<file path="src/hw/rtl/idchk_pkg.sv">
// ----------------------------------------------------------------------------
// idchk_pkg
// Types, constants and small functions shared by the identity number checker.
// ----------------------------------------------------------------------------
package idchk_pkg;

    localparam logic [7:0] CHAR_ZERO  = 8'h30;
    localparam logic [7:0] CHAR_NINE  = 8'h39;
    localparam logic [7:0] CHAR_UPPER_X = 8'h58;
    localparam logic [7:0] CHAR_LOWER_X = 8'h78;

    localparam logic [4:0] POS_LAST_WEIGHTED = 5'd16;
    localparam logic [4:0] POS_SHORT_END     = 5'd14;
    localparam logic [4:0] POS_LONG_END      = 5'd17;
    localparam logic [4:0] POS_MAX           = 5'd31;

    typedef struct packed {
        logic [7:0] id_char;
        logic       last_char;
    } beat_t;

    // weight of the digit at a position of the 18-character form
    function automatic logic [3:0] digit_weight(input logic [4:0] pos);
        logic [3:0] w;
        case (pos)
            5'd0:    w = 4'd7;
            5'd1:    w = 4'd9;
            5'd2:    w = 4'd10;
            5'd3:    w = 4'd5;
            5'd4:    w = 4'd8;
            5'd5:    w = 4'd4;
            5'd6:    w = 4'd2;
            5'd7:    w = 4'd1;
            5'd8:    w = 4'd6;
            5'd9:    w = 4'd3;
            5'd10:   w = 4'd7;
            5'd11:   w = 4'd9;
            5'd12:   w = 4'd10;
            5'd13:   w = 4'd5;
            5'd14:   w = 4'd8;
            5'd15:   w = 4'd4;
            5'd16:   w = 4'd2;
            default: w = 4'd0;
        endcase
        return w;
    endfunction

    // expected check character for a weighted sum mod 11
    function automatic logic [7:0] check_char(input logic [3:0] sum);
        logic [7:0] c;
        case (sum)
            4'd0:    c = 8'h31;
            4'd1:    c = 8'h30;
            4'd2:    c = CHAR_UPPER_X;
            4'd3:    c = 8'h39;
            4'd4:    c = 8'h38;
            4'd5:    c = 8'h37;
            4'd6:    c = 8'h36;
            4'd7:    c = 8'h35;
            4'd8:    c = 8'h34;
            4'd9:    c = 8'h33;
            4'd10:   c = 8'h32;
            default: c = 8'h00;
        endcase
        return c;
    endfunction

    // v mod 11 for v <= 100, reciprocal 187/2048
    function automatic logic [3:0] mod11(input logic [6:0] v);
        logic [14:0] p;
        logic [6:0]  q;
        logic [6:0]  qx;
        p  = 15'(v) * 15'd187;
        q  = 7'(p[14:11]);
        qx = 7'(q * 7'd11);
        return 4'(v - qx);
    endfunction

    function automatic logic date_ok(input logic [6:0] month, input logic [6:0] day,
                                     input logic leap);
        logic [6:0] lim;
        case (month)
            7'd2:    lim = leap ? 7'd29 : 7'd28;
            7'd4,
            7'd6,
            7'd9,
            7'd11:   lim = 7'd30;
            default: lim = 7'd31;
        endcase
        return (month >= 7'd1) && (month <= 7'd12) && (day >= 7'd1) && (day <= lim);
    endfunction

endpackage

</file>
<file path="src/hw/rtl/idchk_in_reg.sv">
// ----------------------------------------------------------------------------
// idchk_in_reg
// Input register: holds one character beat until the core takes it.
// ----------------------------------------------------------------------------
module idchk_in_reg (
    input  logic           clk,
    input  logic           rst_n,
    input  logic           in_valid,
    output logic           in_stall,
    input  idchk_pkg::beat_t in_beat,
    output logic           beat_vld,
    output idchk_pkg::beat_t beat,
    input  logic           beat_take
);
    import idchk_pkg::*;

    logic  vld_reg;
    logic  vld_next;
    beat_t beat_reg;

    assign in_stall = vld_reg && !beat_take;
    assign beat_vld = vld_reg;
    assign beat     = beat_reg;

    always_comb
    begin
        vld_next = vld_reg;
        if (beat_take)
        begin
            vld_next = 1'b0;
        end
        if (in_valid && !in_stall)
        begin
            vld_next = 1'b1;
        end
    end

    always_ff @(posedge clk or negedge rst_n)
    begin
        if (!rst_n)
        begin
            vld_reg <= 1'b0;
        end
        else
        begin
            vld_reg <= vld_next;
        end
    end

    always_ff @(posedge clk)
    begin
        if (in_valid && !in_stall)
        begin
            beat_reg <= in_beat;
        end
    end

endmodule

</file>
<file path="src/hw/rtl/idchk_core.sv">
// ----------------------------------------------------------------------------
// idchk_core
// Per-number state (position, weighted sum, date digits) and result register.
// ----------------------------------------------------------------------------
module idchk_core (
    input  logic           clk,
    input  logic           rst_n,
    input  logic           beat_vld,
    input  idchk_pkg::beat_t beat,
    output logic           beat_take,
    output logic           out_valid,
    input  logic           out_stall,
    output logic           id_valid
);
    import idchk_pkg::*;

    logic [4:0] pos_reg,  pos_next;
    logic [3:0] sum_reg,  sum_next;
    logic       nd_reg,   nd_next;
    // two-digit fields at positions 6-7, 8-9, 10-11, 12-13
    logic [6:0] f67_reg,   f67_next;
    logic [6:0] f89_reg,   f89_next;
    logic [6:0] f1011_reg, f1011_next;
    logic [6:0] f1213_reg, f1213_next;
    logic       ovld_reg,  ovld_next;
    logic       res_reg;

    logic       is_dig;
    logic [3:0] dig;
    logic [6:0] prod;
    logic [6:0] sum_raw;
    logic       weighted;
    logic [7:0] cu;
    logic       leap_long;
    logic       leap_short;
    logic       ok_long;
    logic       ok_short;
    logic       result;

    function automatic logic [6:0] push_digit(input logic [6:0] f, input logic [3:0] d);
        return 7'(f * 7'd10) + 7'(d);
    endfunction

    assign beat_take = beat_vld && !(ovld_reg && out_stall);
    assign out_valid = ovld_reg;
    assign id_valid  = res_reg;

    always_comb
    begin
        is_dig   = (beat.id_char >= CHAR_ZERO) && (beat.id_char <= CHAR_NINE);
        dig      = is_dig ? 4'(beat.id_char - CHAR_ZERO) : 4'd0;
        weighted = (pos_reg <= POS_LAST_WEIGHTED);
        prod     = 7'(dig) * 7'(digit_weight(pos_reg));
        sum_raw  = 7'(sum_reg) + prod;

        sum_next = (weighted && is_dig) ? mod11(sum_raw) : sum_reg;
        nd_next  = nd_reg | (weighted && !is_dig);
        pos_next = (pos_reg == POS_MAX) ? pos_reg : pos_reg + 5'd1;

        f67_next   = f67_reg;
        f89_next   = f89_reg;
        f1011_next = f1011_reg;
        f1213_next = f1213_reg;
        if (is_dig)
        begin
            if (pos_reg == 5'd6 || pos_reg == 5'd7)
            begin
                f67_next = push_digit(f67_reg, dig);
            end
            if (pos_reg == 5'd8 || pos_reg == 5'd9)
            begin
                f89_next = push_digit(f89_reg, dig);
            end
            if (pos_reg == 5'd10 || pos_reg == 5'd11)
            begin
                f1011_next = push_digit(f1011_reg, dig);
            end
            if (pos_reg == 5'd12 || pos_reg == 5'd13)
            begin
                f1213_next = push_digit(f1213_reg, dig);
            end
        end

        // leap: long year = f67*100 + f89; short year = 1900 + f67
        cu         = (beat.id_char == CHAR_LOWER_X) ? CHAR_UPPER_X : beat.id_char;
        leap_long  = (f89_reg != 7'd0) ? (f89_reg[1:0] == 2'd0) : (f67_reg[1:0] == 2'd0);
        leap_short = (f67_reg != 7'd0) && (f67_reg[1:0] == 2'd0);
        ok_long    = (pos_reg == POS_LONG_END) && (cu == check_char(sum_reg))
                     && date_ok(f1011_reg, f1213_reg, leap_long);
        ok_short   = (pos_reg == POS_SHORT_END) && date_ok(f89_reg, f1011_reg, leap_short);
        result     = !nd_next && (ok_long || ok_short);

        ovld_next = ovld_reg && out_stall;
        if (beat_take && beat.last_char)
        begin
            ovld_next = 1'b1;
        end
    end

    always_ff @(posedge clk or negedge rst_n)
    begin
        if (!rst_n)
        begin
            pos_reg   <= 5'd0;
            sum_reg   <= 4'd0;
            nd_reg    <= 1'b0;
            f67_reg   <= 7'd0;
            f89_reg   <= 7'd0;
            f1011_reg <= 7'd0;
            f1213_reg <= 7'd0;
            ovld_reg  <= 1'b0;
        end
        else
        begin
            ovld_reg <= ovld_next;
            if (beat_take)
            begin
                if (beat.last_char)
                begin
                    pos_reg   <= 5'd0;
                    sum_reg   <= 4'd0;
                    nd_reg    <= 1'b0;
                    f67_reg   <= 7'd0;
                    f89_reg   <= 7'd0;
                    f1011_reg <= 7'd0;
                    f1213_reg <= 7'd0;
                end
                else
                begin
                    pos_reg   <= pos_next;
                    sum_reg   <= sum_next;
                    nd_reg    <= nd_next;
                    f67_reg   <= f67_next;
                    f89_reg   <= f89_next;
                    f1011_reg <= f1011_next;
                    f1213_reg <= f1213_next;
                end
            end
        end
    end

    always_ff @(posedge clk)
    begin
        if (beat_take && beat.last_char)
        begin
            res_reg <= result;
        end
    end

endmodule

</file>
<file path="src/hw/rtl/id_number_check_digit_validator.sv">
// A finished number passes the input register, then the result register.
// Throughput: one beat per cycle when no result is stalled; set by both registers.
// Stall on the result side backs up through the input register one beat deep.
// Reset (rst_n low, async) clears all per-number state and both valid flags.
// ----------------------------------------------------------------------------
// id_number_check_digit_validator
// Checks length, digits, birth date and the 18-character form's check character.
// ----------------------------------------------------------------------------
module id_number_check_digit_validator (
    input  logic       clk,
    input  logic       rst_n,
    input  logic       in_valid,
    output logic       in_stall,
    input  logic [7:0] id_char,
    input  logic       last_char,
    output logic       out_valid,
    input  logic       out_stall,
    output logic       id_valid
);
    import idchk_pkg::*;

    beat_t in_beat;
    beat_t beat;
    logic  beat_vld;
    logic  beat_take;

    assign in_beat.id_char   = id_char;
    assign in_beat.last_char = last_char;

    idchk_in_reg u_in_reg (
        .clk       (clk),
        .rst_n     (rst_n),
        .in_valid  (in_valid),
        .in_stall  (in_stall),
        .in_beat   (in_beat),
        .beat_vld  (beat_vld),
        .beat      (beat),
        .beat_take (beat_take)
    );

    idchk_core u_core (
        .clk       (clk),
        .rst_n     (rst_n),
        .beat_vld  (beat_vld),
        .beat      (beat),
        .beat_take (beat_take),
        .out_valid (out_valid),
        .out_stall (out_stall),
        .id_valid  (id_valid)
    );

endmodule

</file>
<file path="config.mk">
export PLATFORM = sky130hd
export DESIGN_NAME = id_number_check_digit_validator
export DESIGN_NICKNAME = d
export VERILOG_FILES = /design/src/hw/rtl/idchk_pkg.sv /design/src/hw/rtl/idchk_in_reg.sv /design/src/hw/rtl/idchk_core.sv /design/src/hw/rtl/id_number_check_digit_validator.sv
export SDC_FILE = /design/constraint.sdc
export NUM_CORES = 1
export LEC_CHECK = 0
export ABC_CLOCK_PERIOD_IN_PS = 14200
export BUFFER_PORTS_ARGS = -buffer_cell sky130_fd_sc_hd__buf_2
export CAP_MARGIN = 30
export CORE_MARGIN = 2
export CORE_UTILIZATION = 50
export DETAILED_ROUTE_END_ITERATION = 12
export HOLD_SLACK_MARGIN = 0.08
export PLACE_DENSITY = 0.66
export SLEW_MARGIN = 20
export SYNTH_ARGS = -nofsm -noshare
export SYNTH_HDL_FRONTEND = slang
export SYNTH_SLANG_ARGS = --single-unit
</file>
<file path="constraint.sdc">
create_clock -name clk -period 14.2 [get_ports clk]
set_input_delay 2.84 -clock clk [delete_from_list [all_inputs] [get_ports clk]]
set_output_delay 2.84 -clock clk [all_outputs]
set_load 0.01 [all_outputs]
</file>
==> results of run 1 <==
## worst register-to-register path: cells and delay by family (launching register included)
family	cells	cell delay [ns]
AOI/OAI and AO/OA	9	1.88
xor gates and xnor gates	4	1.17
adders and majority gates	12	5.16
buffers and inverters	6	0.72
DFF	1	0.50
and+or+nand+nor	6	1.27
## per-layer routing
layer,track usage,up-vias,share of wire
met5,0,-,0
met4,0.0604,0,0.018
met3,0.0251,15,0.022
met2,0.406,48,0.51
met1,0.277,2070,0.45
li1,-,2063,-
## cell usage after synthesis, drive strengths merged, types with 2 or more instances
master   number
nand2        45
buf           4
edfxtp       10
nor3         13
and3          4
mux2i         3
o32ai         2
or2b          2
xnor2        32
nand3        10
nor2b         5
a211o         2
dfrtp        40
o31ai         2
a32o          2
or3           3
a21oi        26
a211oi        3
o21ai        40
a22o         18
nand4b        2
nand2b        5
a21o          8
nor3b         6
fa           32
nand4         3
and2          4
clkbuf        5
o21a          2
ha           95
nor4          6
a2111oi       2
inv          80
a31oi         4
or2           2
o211ai        2
nor2         39
xor2         18
## through the flow
stage / setup WS, ns / cells / total power [W]
after global placement: 3.87 / 738 / 0.000292
final: 3.45 / 749 / 0.000380
after detailed placement: 3.50 / 739 / 0.000296
after CTS: 3.45 / 747 / 0.000383
after global routing: 2.87 / 749 / 0.000410
after floorplan: 4.28 / 592 / 0.000260
## power groups by stage
stage | Combinational [W] | Clock, W | Sequential [W]
floorplan | 0.0000987 | 0 | 0.000162
global placement | 0.000126 | 0 | 0.000165
detailed placement | 0.000131 | 0 | 0.000166
CTS | 0.000132 | 0.0000886 | 0.000163
global route | 0.000151 | 0.0000941 | 0.000164
finish | 0.000131 | 0.0000867 | 0.000163
## layout make-up
| type | instances | area [um^2] |
|---|---|---|
| clock buffers | 7 | 76.3 |
| repair buffers | 18 | 104 |
| inverters | 80 | 300 |
| flip-flops and latches | 50 | 1300 |
| multi-input cells | 453 | 3850 |
| well taps | 140 | 175 |
| clock inverters | 1 | 6.26 |
| fillers | 977 | 4970 |
## worst paths after layout
check | startpoint | to | slack [ns] | cells after the start
setup / recovery | u_in_reg.beat[2] | u_core.sum_reg[3] | 3.45 | 37
hold / removal | u_core.f89_reg[6] | u_core.f89_reg[6] | 0.50 | 2
setup reg to reg | u_in_reg.beat[2] | u_core.sum_reg[3] | 3.45 | 37
hold reg to reg | u_core.f89_reg[6] | u_core.f89_reg[6] | 0.50 | 2
max in group asynchronous | rst_n | u_core.f89_reg[2] | 11.33 | 2
min in group asynchronous | rst_n | u_core.f1213_reg[5] | 2.40 | 1
## cells by family (layout without fill, tap and decap cells)
logic type / after synthesis / in the layout / synth area share
and+or+nand+nor: 152 / 152 / 0.135
adders and majority gates: 127 / 127 / 0.332
AOI/OAI and AO/OA: 119 / 119 / 0.142
buffers and inverters: 89 / 106 / 0.0628
xor gates and xnor gates: 51 / 51 / 0.0837
DFF: 50 / 50 / 0.237
muxes: 4 / 4 / 0.00751
==> flow_metrics.env, run 1 <==
export IMPL_cts_repair_resized=0
export IMPL_cts_tree="done"
export IMPL_hold_slack_ns=0.495
export IMPL_cp_common_cell="fa_1"
export IMPL_grt_first_pass_wirelength_mm=20.9
export IMPL_rsz0062_at_grt="no"
export IMPL_hpwl_mm=9.79
export IMPL_crit_path_end_kind="flip-flop"
export IMPL_ioPinCount=16
export IMPL_finalNetCount=748
export IMPL_synth_nets=732
export IMPL_h_tree_depth=2
export IMPL_final_setup_viol_count=0
export IMPL_pwr_share_clk=0.228
export IMPL_fmax_mhz=93.1
export IMPL_routedWlPerCell_um=16.2
export IMPL_mostFrequentLayoutCells="ha_1, inv_1, nand2_1, dfrtp_1, nor2_1"
export IMPL_start_util=0.510
export IMPL_power_switching_w=0.000141
export IMPL_finalMaxSlewViolations=0
export IMPL_crit_slowest_cell="fa_1"
export IMPL_power_frac_comb=0.343
export IMPL_fp_row_count=38
export IMPL_synthTopCellsByArea="ha_1, dfrtp_1, fa_1, edfxtp_1, inv_1"
export IMPL_synth_flop_cell="dfrtp_1"
export IMPL_drive_gt1_frac=0.0591
export IMPL_critical_path_top_delay_family="adder cells"
export IMPL_arrival_ns=11.00
export IMPL_grt_overflow_total=0
export IMPL_syn_to_final_growth_pct=5.75
export IMPL_antenna_found_initial=0
export IMPL_largest_reg_flops=9
export IMPL_path_buf_inv=6
export IMPL_antenna_cells=0
export IMPL_yosysTopAreaCellShare=0.216
export IMPL_setup_tns_ns=0
export IMPL_async_reset_ff_frac=0.800
export IMPL_dieArea_um2=11900
export IMPL_start_kind="flip-flop"
export IMPL_firstDrtPassIters=4
export IMPL_hold_viol_final=0
export IMPL_cts_root_buffer="clkbuf_8"
export IMPL_cp_slowest_stage_delay_ns=0.56
export IMPL_tightest_slew_ns=0.809
export IMPL_peakVddDrop_v=0.0000581
export IMPL_syn_area_per_cell_um2=9.29
export IMPL_cts_buffers=5
export IMPL_vias=4196
export IMPL_cts_sinks=50
export IMPL_port_buffers=15
export IMPL_fin_crit_ns=10.75
export IMPL_clock_latency_ns=0.32
export IMPL_coreArea_um2=10800
export IMPL_layout_commonest_cell="ha_1"
export IMPL_synth_distinct_cells=60
export IMPL_yosysWarnings=0
export IMPL_grt_max_degree=41
export IMPL_holdCritPathClass="flip-flop to flip-flop"
export IMPL_p_per_area_nw_per_um2=65.3
export IMPL_antenna_left=0
export IMPL_internal_power_w=0.000239
export IMPL_drt_wl_total_mm=12.2
export IMPL_cts_buffer_depth=2
export IMPL_clk_pin_slew_ns=0.09
export IMPL_drc_errors=0
export IMPL_avgViaCountPerCell=5.60
export IMPL_criticalPathCategory="flip-flop to flip-flop"
export IMPL_p_leak_nw=3.00
export IMPL_finClkSkew_ns=0.00794
export IMPL_grt_pass1_vias=4411
export IMPL_cts_hold_buf=0
export IMPL_cts_setup_buffers=0
export IMPL_yosysTopAreaCell="ha_1"
export IMPL_dr_first_iter_drc_count=261
export IMPL_syn_cell_area_um2=5500
export IMPL_netlist_instances=592
export IMPL_cp_max_fo=12
export IMPL_ys_seq_elements=50
export IMPL_gp_congestion=0.867
export IMPL_die_x_um=109
export IMPL_swShare=0.371
export IMPL_synth_edf_count=10
export IMPL_cp_required_ns=14.46
export IMPL_stdcell_area_um2=5820
export IMPL_slew_headroom=0.456
export IMPL_seqPwrFrac=0.429
export IMPL_final_core_util=0.539
export IMPL_chipHeight_um=109
export IMPL_status="finished, final reports clean"
export IMPL_fin_crit_sh=0.757
export IMPL_ys_seq_area_frac=0.237
export IMPL_place_area_um2=5710
export IMPL_max_cap_violations=0
export IMPL_track_usage=0.223
Note: power is estimated with default switching activity, not from simulation.
==> inputs of run 2 (changes only) <==
Settings changed: ABC_CLOCK_PERIOD_IN_PS 14200 to 10190.
Clock period 14.2 ns to 10.19 ns, I/O delays scaled along.
==> flow_metrics.env, run 2 (same netlist as run 1, synthesis figures left out) <==
export IMPL_gp_congestion=0.866
export IMPL_fmax_mhz=102
export IMPL_holdCritPathClass="flip-flop to flip-flop"
export IMPL_cts_buffer_depth=2
export IMPL_critical_path_top_delay_family="adder cells"
export IMPL_layout_commonest_cell="ha_1"
export IMPL_fin_crit_sh=0.959
export IMPL_coreArea_um2=10800
export IMPL_grt_overflow_total=0
export IMPL_drive_gt1_frac=0.111
export IMPL_grt_first_pass_wirelength_mm=20.5
export IMPL_stdcell_area_um2=6070
export IMPL_start_util=0.510
export IMPL_crit_slowest_cell="fa_1"
export IMPL_antenna_cells=0
export IMPL_p_per_area_nw_per_um2=93.1
export IMPL_cp_max_fo=4
export IMPL_fp_row_count=38
export IMPL_cts_sinks=50
export IMPL_final_setup_viol_count=0
export IMPL_chipHeight_um=109
export IMPL_dr_first_iter_drc_count=192
export IMPL_h_tree_depth=2
export IMPL_tightest_slew_ns=0.811
export IMPL_cp_required_ns=10.45
export IMPL_firstDrtPassIters=4
export IMPL_die_x_um=109
export IMPL_antenna_found_initial=0
export IMPL_cts_root_buffer="clkbuf_8"
export IMPL_dpl_worst_slack_ns=-0.00521
export IMPL_hpwl_mm=9.63
export IMPL_avgViaCountPerCell=5.56
export IMPL_vias=4281
export IMPL_hold_viol_final=0
export IMPL_place_area_um2=5800
export IMPL_cts_buffers=5
export IMPL_dieArea_um2=11900
export IMPL_path_buf_inv=6
export IMPL_status="finished, final reports clean"
export IMPL_criticalPathCategory="flip-flop to flip-flop"
export IMPL_fin_crit_ns=9.77
export IMPL_slew_headroom=0.455
export IMPL_hold_slack_ns=0.514
export IMPL_grt_pass1_vias=4338
export IMPL_grt_max_degree=41
export IMPL_cp_common_cell="fa_1"
export IMPL_final_core_util=0.562
export IMPL_routedWlPerCell_um=16.1
export IMPL_finalMaxSlewViolations=0
export IMPL_track_usage=0.220
export IMPL_syn_to_final_growth_pct=10.3
export IMPL_worst_slack_ns=0.416
export IMPL_mostFrequentLayoutCells="ha_1, inv_1, nand2_1, dfrtp_1, nor2_1"
export IMPL_finClkSkew_ns=0.0113
export IMPL_cts_hold_buf=0
export IMPL_ioPinCount=16
export IMPL_max_cap_violations=0
export IMPL_drt_wl_total_mm=12.4
export IMPL_fillers=928
export IMPL_finalNetCount=769
export IMPL_peakVddDrop_v=0.0000763
export IMPL_p_leak_nw=3.13
export IMPL_clock_latency_ns=0.32
export IMPL_arrival_ns=10.03
export IMPL_drc_errors=0
export IMPL_antenna_left=0
export IMPL_cts_tree="done"
export IMPL_cp_slowest_stage_delay_ns=0.56
export IMPL_port_buffers=15
export IMPL_largest_reg_flops=9
export IMPL_clk_pin_slew_ns=0.09
export IMPL_crit_path_end_kind="flip-flop"
export IMPL_start_kind="flip-flop"
run 2: cell types whose count changed in the layout (fill, tap and decap cells not counted), moves of 2 or more:
cell,before,now
ha_4,0,2
a21oi_1,26,22
buf_4,0,21
ha_1,95,92
a21oi_2,0,3
clkbuf_8,5,7
clkbuf_1,2,0
run 2: repair_timing:
item | 4_1_cts | 5_1_grt
endpoints found under the setup margin | 1 | 1
cloned | 0 | 0
setup buffers | 1 | 7
pin swaps | 1 | 13
resized for setup | 1 | 12
run 2: per-stage QoR:
step	instances	power, W	setup TNS [ns]
finish	770	0.000565	0
global route	770	0.000605	-0.0518
CTS	760	0.000554	0
detailed placement	751	0.000421	-0.00521
global placement	751	0.000413	0
floorplan	592	0.000363	0
run 2: worst min-delay path, delay by kind of cell (launching register included):
family | cells | cell delay, ns
DFF | 1 | 0.36
and+or+nand+nor | 1 | 0.05
AOI/OAI and AO/OA | 1 | 0.07
run 2: per-layer routing:
layer	GRT usage	wire, um	share of wire	vias up
li1	-	-	-	2120
met1	0.285	5670	0.46	2078
met2	0.373	6080	0.49	60
met3	0.0287	300	0.024	23
met4	0.0861	353	0.028	0
met5	0	0	0	-
run 2: path summary, 6_finish.rpt:
check / startpoint / to / slack [ns] / cells past startpoint
max in group asynchronous: rst_n / u_core.pos_reg[2] / 8.14 / 2
hold / removal: u_core.f89_reg[6] / u_core.f89_reg[6] / 0.51 / 2
setup / recovery: u_core.pos_reg[1] / u_core.sum_reg[3] / 0.42 / 38
hold reg to reg: u_core.f89_reg[6] / u_core.f89_reg[6] / 0.51 / 2
min in group asynchronous: rst_n / u_core.f1213_reg[4] / 1.58 / 1
setup reg to reg: u_core.pos_reg[1] / u_core.sum_reg[3] / 0.42 / 38
run 2: final cells by class:
type                            count  area [um^2]  share of cell area
Clock buffer                        7         96.3              0.0159
Clock inverter                      1         8.76             0.00144
Inverter                           80          300              0.0495
Multi-Input combinational cell    453         3920               0.645
Sequential cell                    50         1300               0.215
Tap cell                          140          175              0.0289
Timing Repair Buffer               39          270              0.0445
run 2: power breakdown:
group          leakage (nW)  internal [W]  switching, W  total, W
logic                  2.43     0.0000860      0.000122  0.000208
clock network        0.0544     0.0000624     0.0000700  0.000132
registers             0.644      0.000213     0.0000119  0.000225
total                  3.13      0.000362      0.000204  0.000565
==> inputs of run 3 (changes only) <==
Settings changed: ABC_AREA set to 1.
==> flow_metrics.env, run 3 <==
export IMPL_holdCritPathClass="flip-flop to flip-flop"
export IMPL_p_per_area_nw_per_um2=149
export IMPL_cts_hold_buf=0
export IMPL_hpwl_mm=9.93
export IMPL_dr_first_iter_drc_count=252
export IMPL_antenna_cells=0
export IMPL_synth_distinct_cells=40
export IMPL_h_tree_depth=2
export IMPL_fin_crit_sh=0.904
export IMPL_cts_buffer_depth=2
export IMPL_synth_compound_area_frac=0.0895
export IMPL_mostFrequentLayoutCells="inv_1, nand2_1, ha_1, nor2_1, nand3_1"
export IMPL_start_kind="flip-flop"
export IMPL_clock_latency_ns=0.29
export IMPL_layout_commonest_cell="inv_1"
export IMPL_synth_top_family_by_area="adder cells"
export IMPL_cp_slowest_stage_delay_ns=0.55
export IMPL_slew_headroom=0.449
export IMPL_synth_edf_count=10
export IMPL_track_usage=0.204
export IMPL_p_total_w=0.000924
export IMPL_ys_seq_area_frac=0.225
export IMPL_peakVddDrop_v=0.000141
export IMPL_yosysTopAreaCell="ha_1"
export IMPL_cp_required_ns=10.37
export IMPL_fmax_mhz=109
export IMPL_netlist_instances=735
export IMPL_largest_reg_flops=9
export IMPL_firstDrtPassIters=7
export IMPL_finalMaxSlewViolations=0
export IMPL_grt_pass1_vias=4645
export IMPL_port_buffers=15
export IMPL_yosys_top_cells_count="inv_1, nand2_1, ha_1, nor2_1, nand3_1"
export IMPL_ys_seq_elements=50
export IMPL_die_x_um=112
export IMPL_crit_slowest_cell="fa_1"
export IMPL_cts_tree="done"
export IMPL_grt_first_pass_wirelength_mm=21.1
export IMPL_synth_flop_cell="dfrtp_1"
export IMPL_syn_area_per_cell_um2=7.88
export IMPL_grt_overflow_total=0
export IMPL_syn_cell_area_um2=5790
export IMPL_synthAdderAreaFrac=0.316
export IMPL_cp_common_cell="nand2_1"
export IMPL_yosysWarnings=0
export IMPL_vias=4710
export IMPL_finClkSkew_ns=0.00595
export IMPL_fp_row_count=39
export IMPL_synthXorXnorAreaFrac=0.0616
export IMPL_cts_setup_buffers=0
export IMPL_chipHeight_um=112
export IMPL_crit_path_end_kind="flip-flop"
export IMPL_fillers=1059
export IMPL_grt_max_degree=41
export IMPL_max_cap_violations=0
export IMPL_gp_congestion=0.941
export IMPL_antenna_found_initial=0
export IMPL_final_setup_viol_count=0
export IMPL_async_reset_ff_frac=0.800
export IMPL_setup_tns_ns=0
export IMPL_tightest_slew_ns=0.823
export IMPL_drive_gt1_frac=0.0633
export IMPL_syn_to_final_growth_pct=7.26
export IMPL_fin_crit_ns=9.21
export IMPL_routedWlPerCell_um=13.5
export IMPL_arrival_ns=9.38
export IMPL_start_util=0.509
export IMPL_synth_simple_gate_area_frac=0.208
export IMPL_rsz0062_at_grt="no"
export IMPL_hold_viol_final=0
export IMPL_coreArea_um2=11400
export IMPL_dieArea_um2=12500
export IMPL_avgViaCountPerCell=5.23
export IMPL_synth_nets=875
export IMPL_ioPinCount=16
export IMPL_drt_wl_total_mm=12.1
export IMPL_status="finished, final reports clean"
export IMPL_post_synth_top_count_cell="inv_1"
export IMPL_synthTopCellsByArea="ha_1, dfrtp_1, fa_1, inv_1, nand2_1"
export IMPL_p_leak_nw=3.36
export IMPL_cts_root_buffer="clkbuf_16"
export IMPL_cts_sinks=50
export IMPL_cts_repair_resized=0
export IMPL_antenna_left=0
export IMPL_criticalPathCategory="flip-flop to flip-flop"
export IMPL_cp_max_fo=6
export IMPL_clk_pin_slew_ns=0.06
export IMPL_yosysTopAreaCellShare=0.205
export IMPL_drc_errors=0
export IMPL_synth_area_mux_share=0
export IMPL_cts_buffers=5
export IMPL_finalNetCount=897
==> run 3: cell types whose count changed after synthesis, moves of 8 or more <==
cell / previous run / this run
o21ai_0: 19 / 33
nand2_1: 45 / 131
xnor2_1: 32 / 17
a22o_1: 18 / 0
o21ai_1: 20 / 3
a21o_1: 8 / 0
inv_1: 76 / 142
nand3_1: 10 / 50
nor2_1: 39 / 59
==> run 3: logic make-up after synthesis <==
| logic type | after synthesis |
|---|---|
| AO/OA/AOI/OAI | 91 |
| XOR/XNOR | 39 |
| adder cells (fa/ha/maj) | 127 |
| buffers and inverters | 153 |
| flip-flops | 50 |
| AND/OR/NAND/NOR | 275 |
==> run 3: path summary, 6_finish.rpt <==
kind	slack, ns	start	cells after the start	end
worst max-delay path	0.98	u_core.pos_reg[0]	46	u_core.sum_reg[3]
worst min-delay path	0.49	u_core.f1011_reg[6]	2	u_core.f1011_reg[6]
worst max register to register	0.98	u_core.pos_reg[0]	46	u_core.sum_reg[3]
worst min register to register	0.49	u_core.f1011_reg[6]	2	u_core.f1011_reg[6]
max in group asynchronous	7.98	rst_n	2	u_core.pos_reg[1]
min in group asynchronous	1.71	rst_n	1	u_core.f67_reg[6]
==> run 3: through the flow <==
stage	hold WS [ns]	util	instance area, um^2	instances	setup slack, ns
6_report	0.487	0.546	6210	901	0.982
5_1_grt	0.515	0.546	6210	901	0.271
3_5_place_dp	0.476	0.532	6050	892	0.985
3_3_place_gp	0.471	0.532	6050	892	1.19
4_1_cts	0.492	0.544	6180	900	0.943
2_1_floorplan	0.445	-	5790	735	1.36
==> run 3: per-layer routing <==
metal	vias up	wire length, um	GRT usage
met4	0	76	0.0305
li1	2414	-	-
met2	97	5620	0.339
met1	2191	6000	0.293
met5	-	0	0
met3	8	441	0.0283
==> run 3: power breakdown <==
| part | switching, W | internal (W) | total (W) |
|---|---|---|---|
| clock | 0.0000704 | 0.0000915 | 0.000162 |
| combinational | 0.000328 | 0.000198 | 0.000526 |
| sequential | 0.0000173 | 0.000219 | 0.000236 |
==> run 3: critical path, delay by kind of cell, from the launching register on <==
kind	cells	cell delay, ns
fa+ha+maj	13	5.53
simple gates	18	1.41
compound gates	6	1.06
buf+inv	8	0.49
flops	1	0.45
xor+xnor	1	0.17
==> run 3: area by class of cell <==
cell class	instances	area, um^2	share of cell area
timing repair buffer	19	125	0.0201
multi-input combinational	532	3910	0.629
inverter	149	559	0.0901
sequential	50	1300	0.210
clock buffer	8	136	0.0220
tap	143	179	0.0288
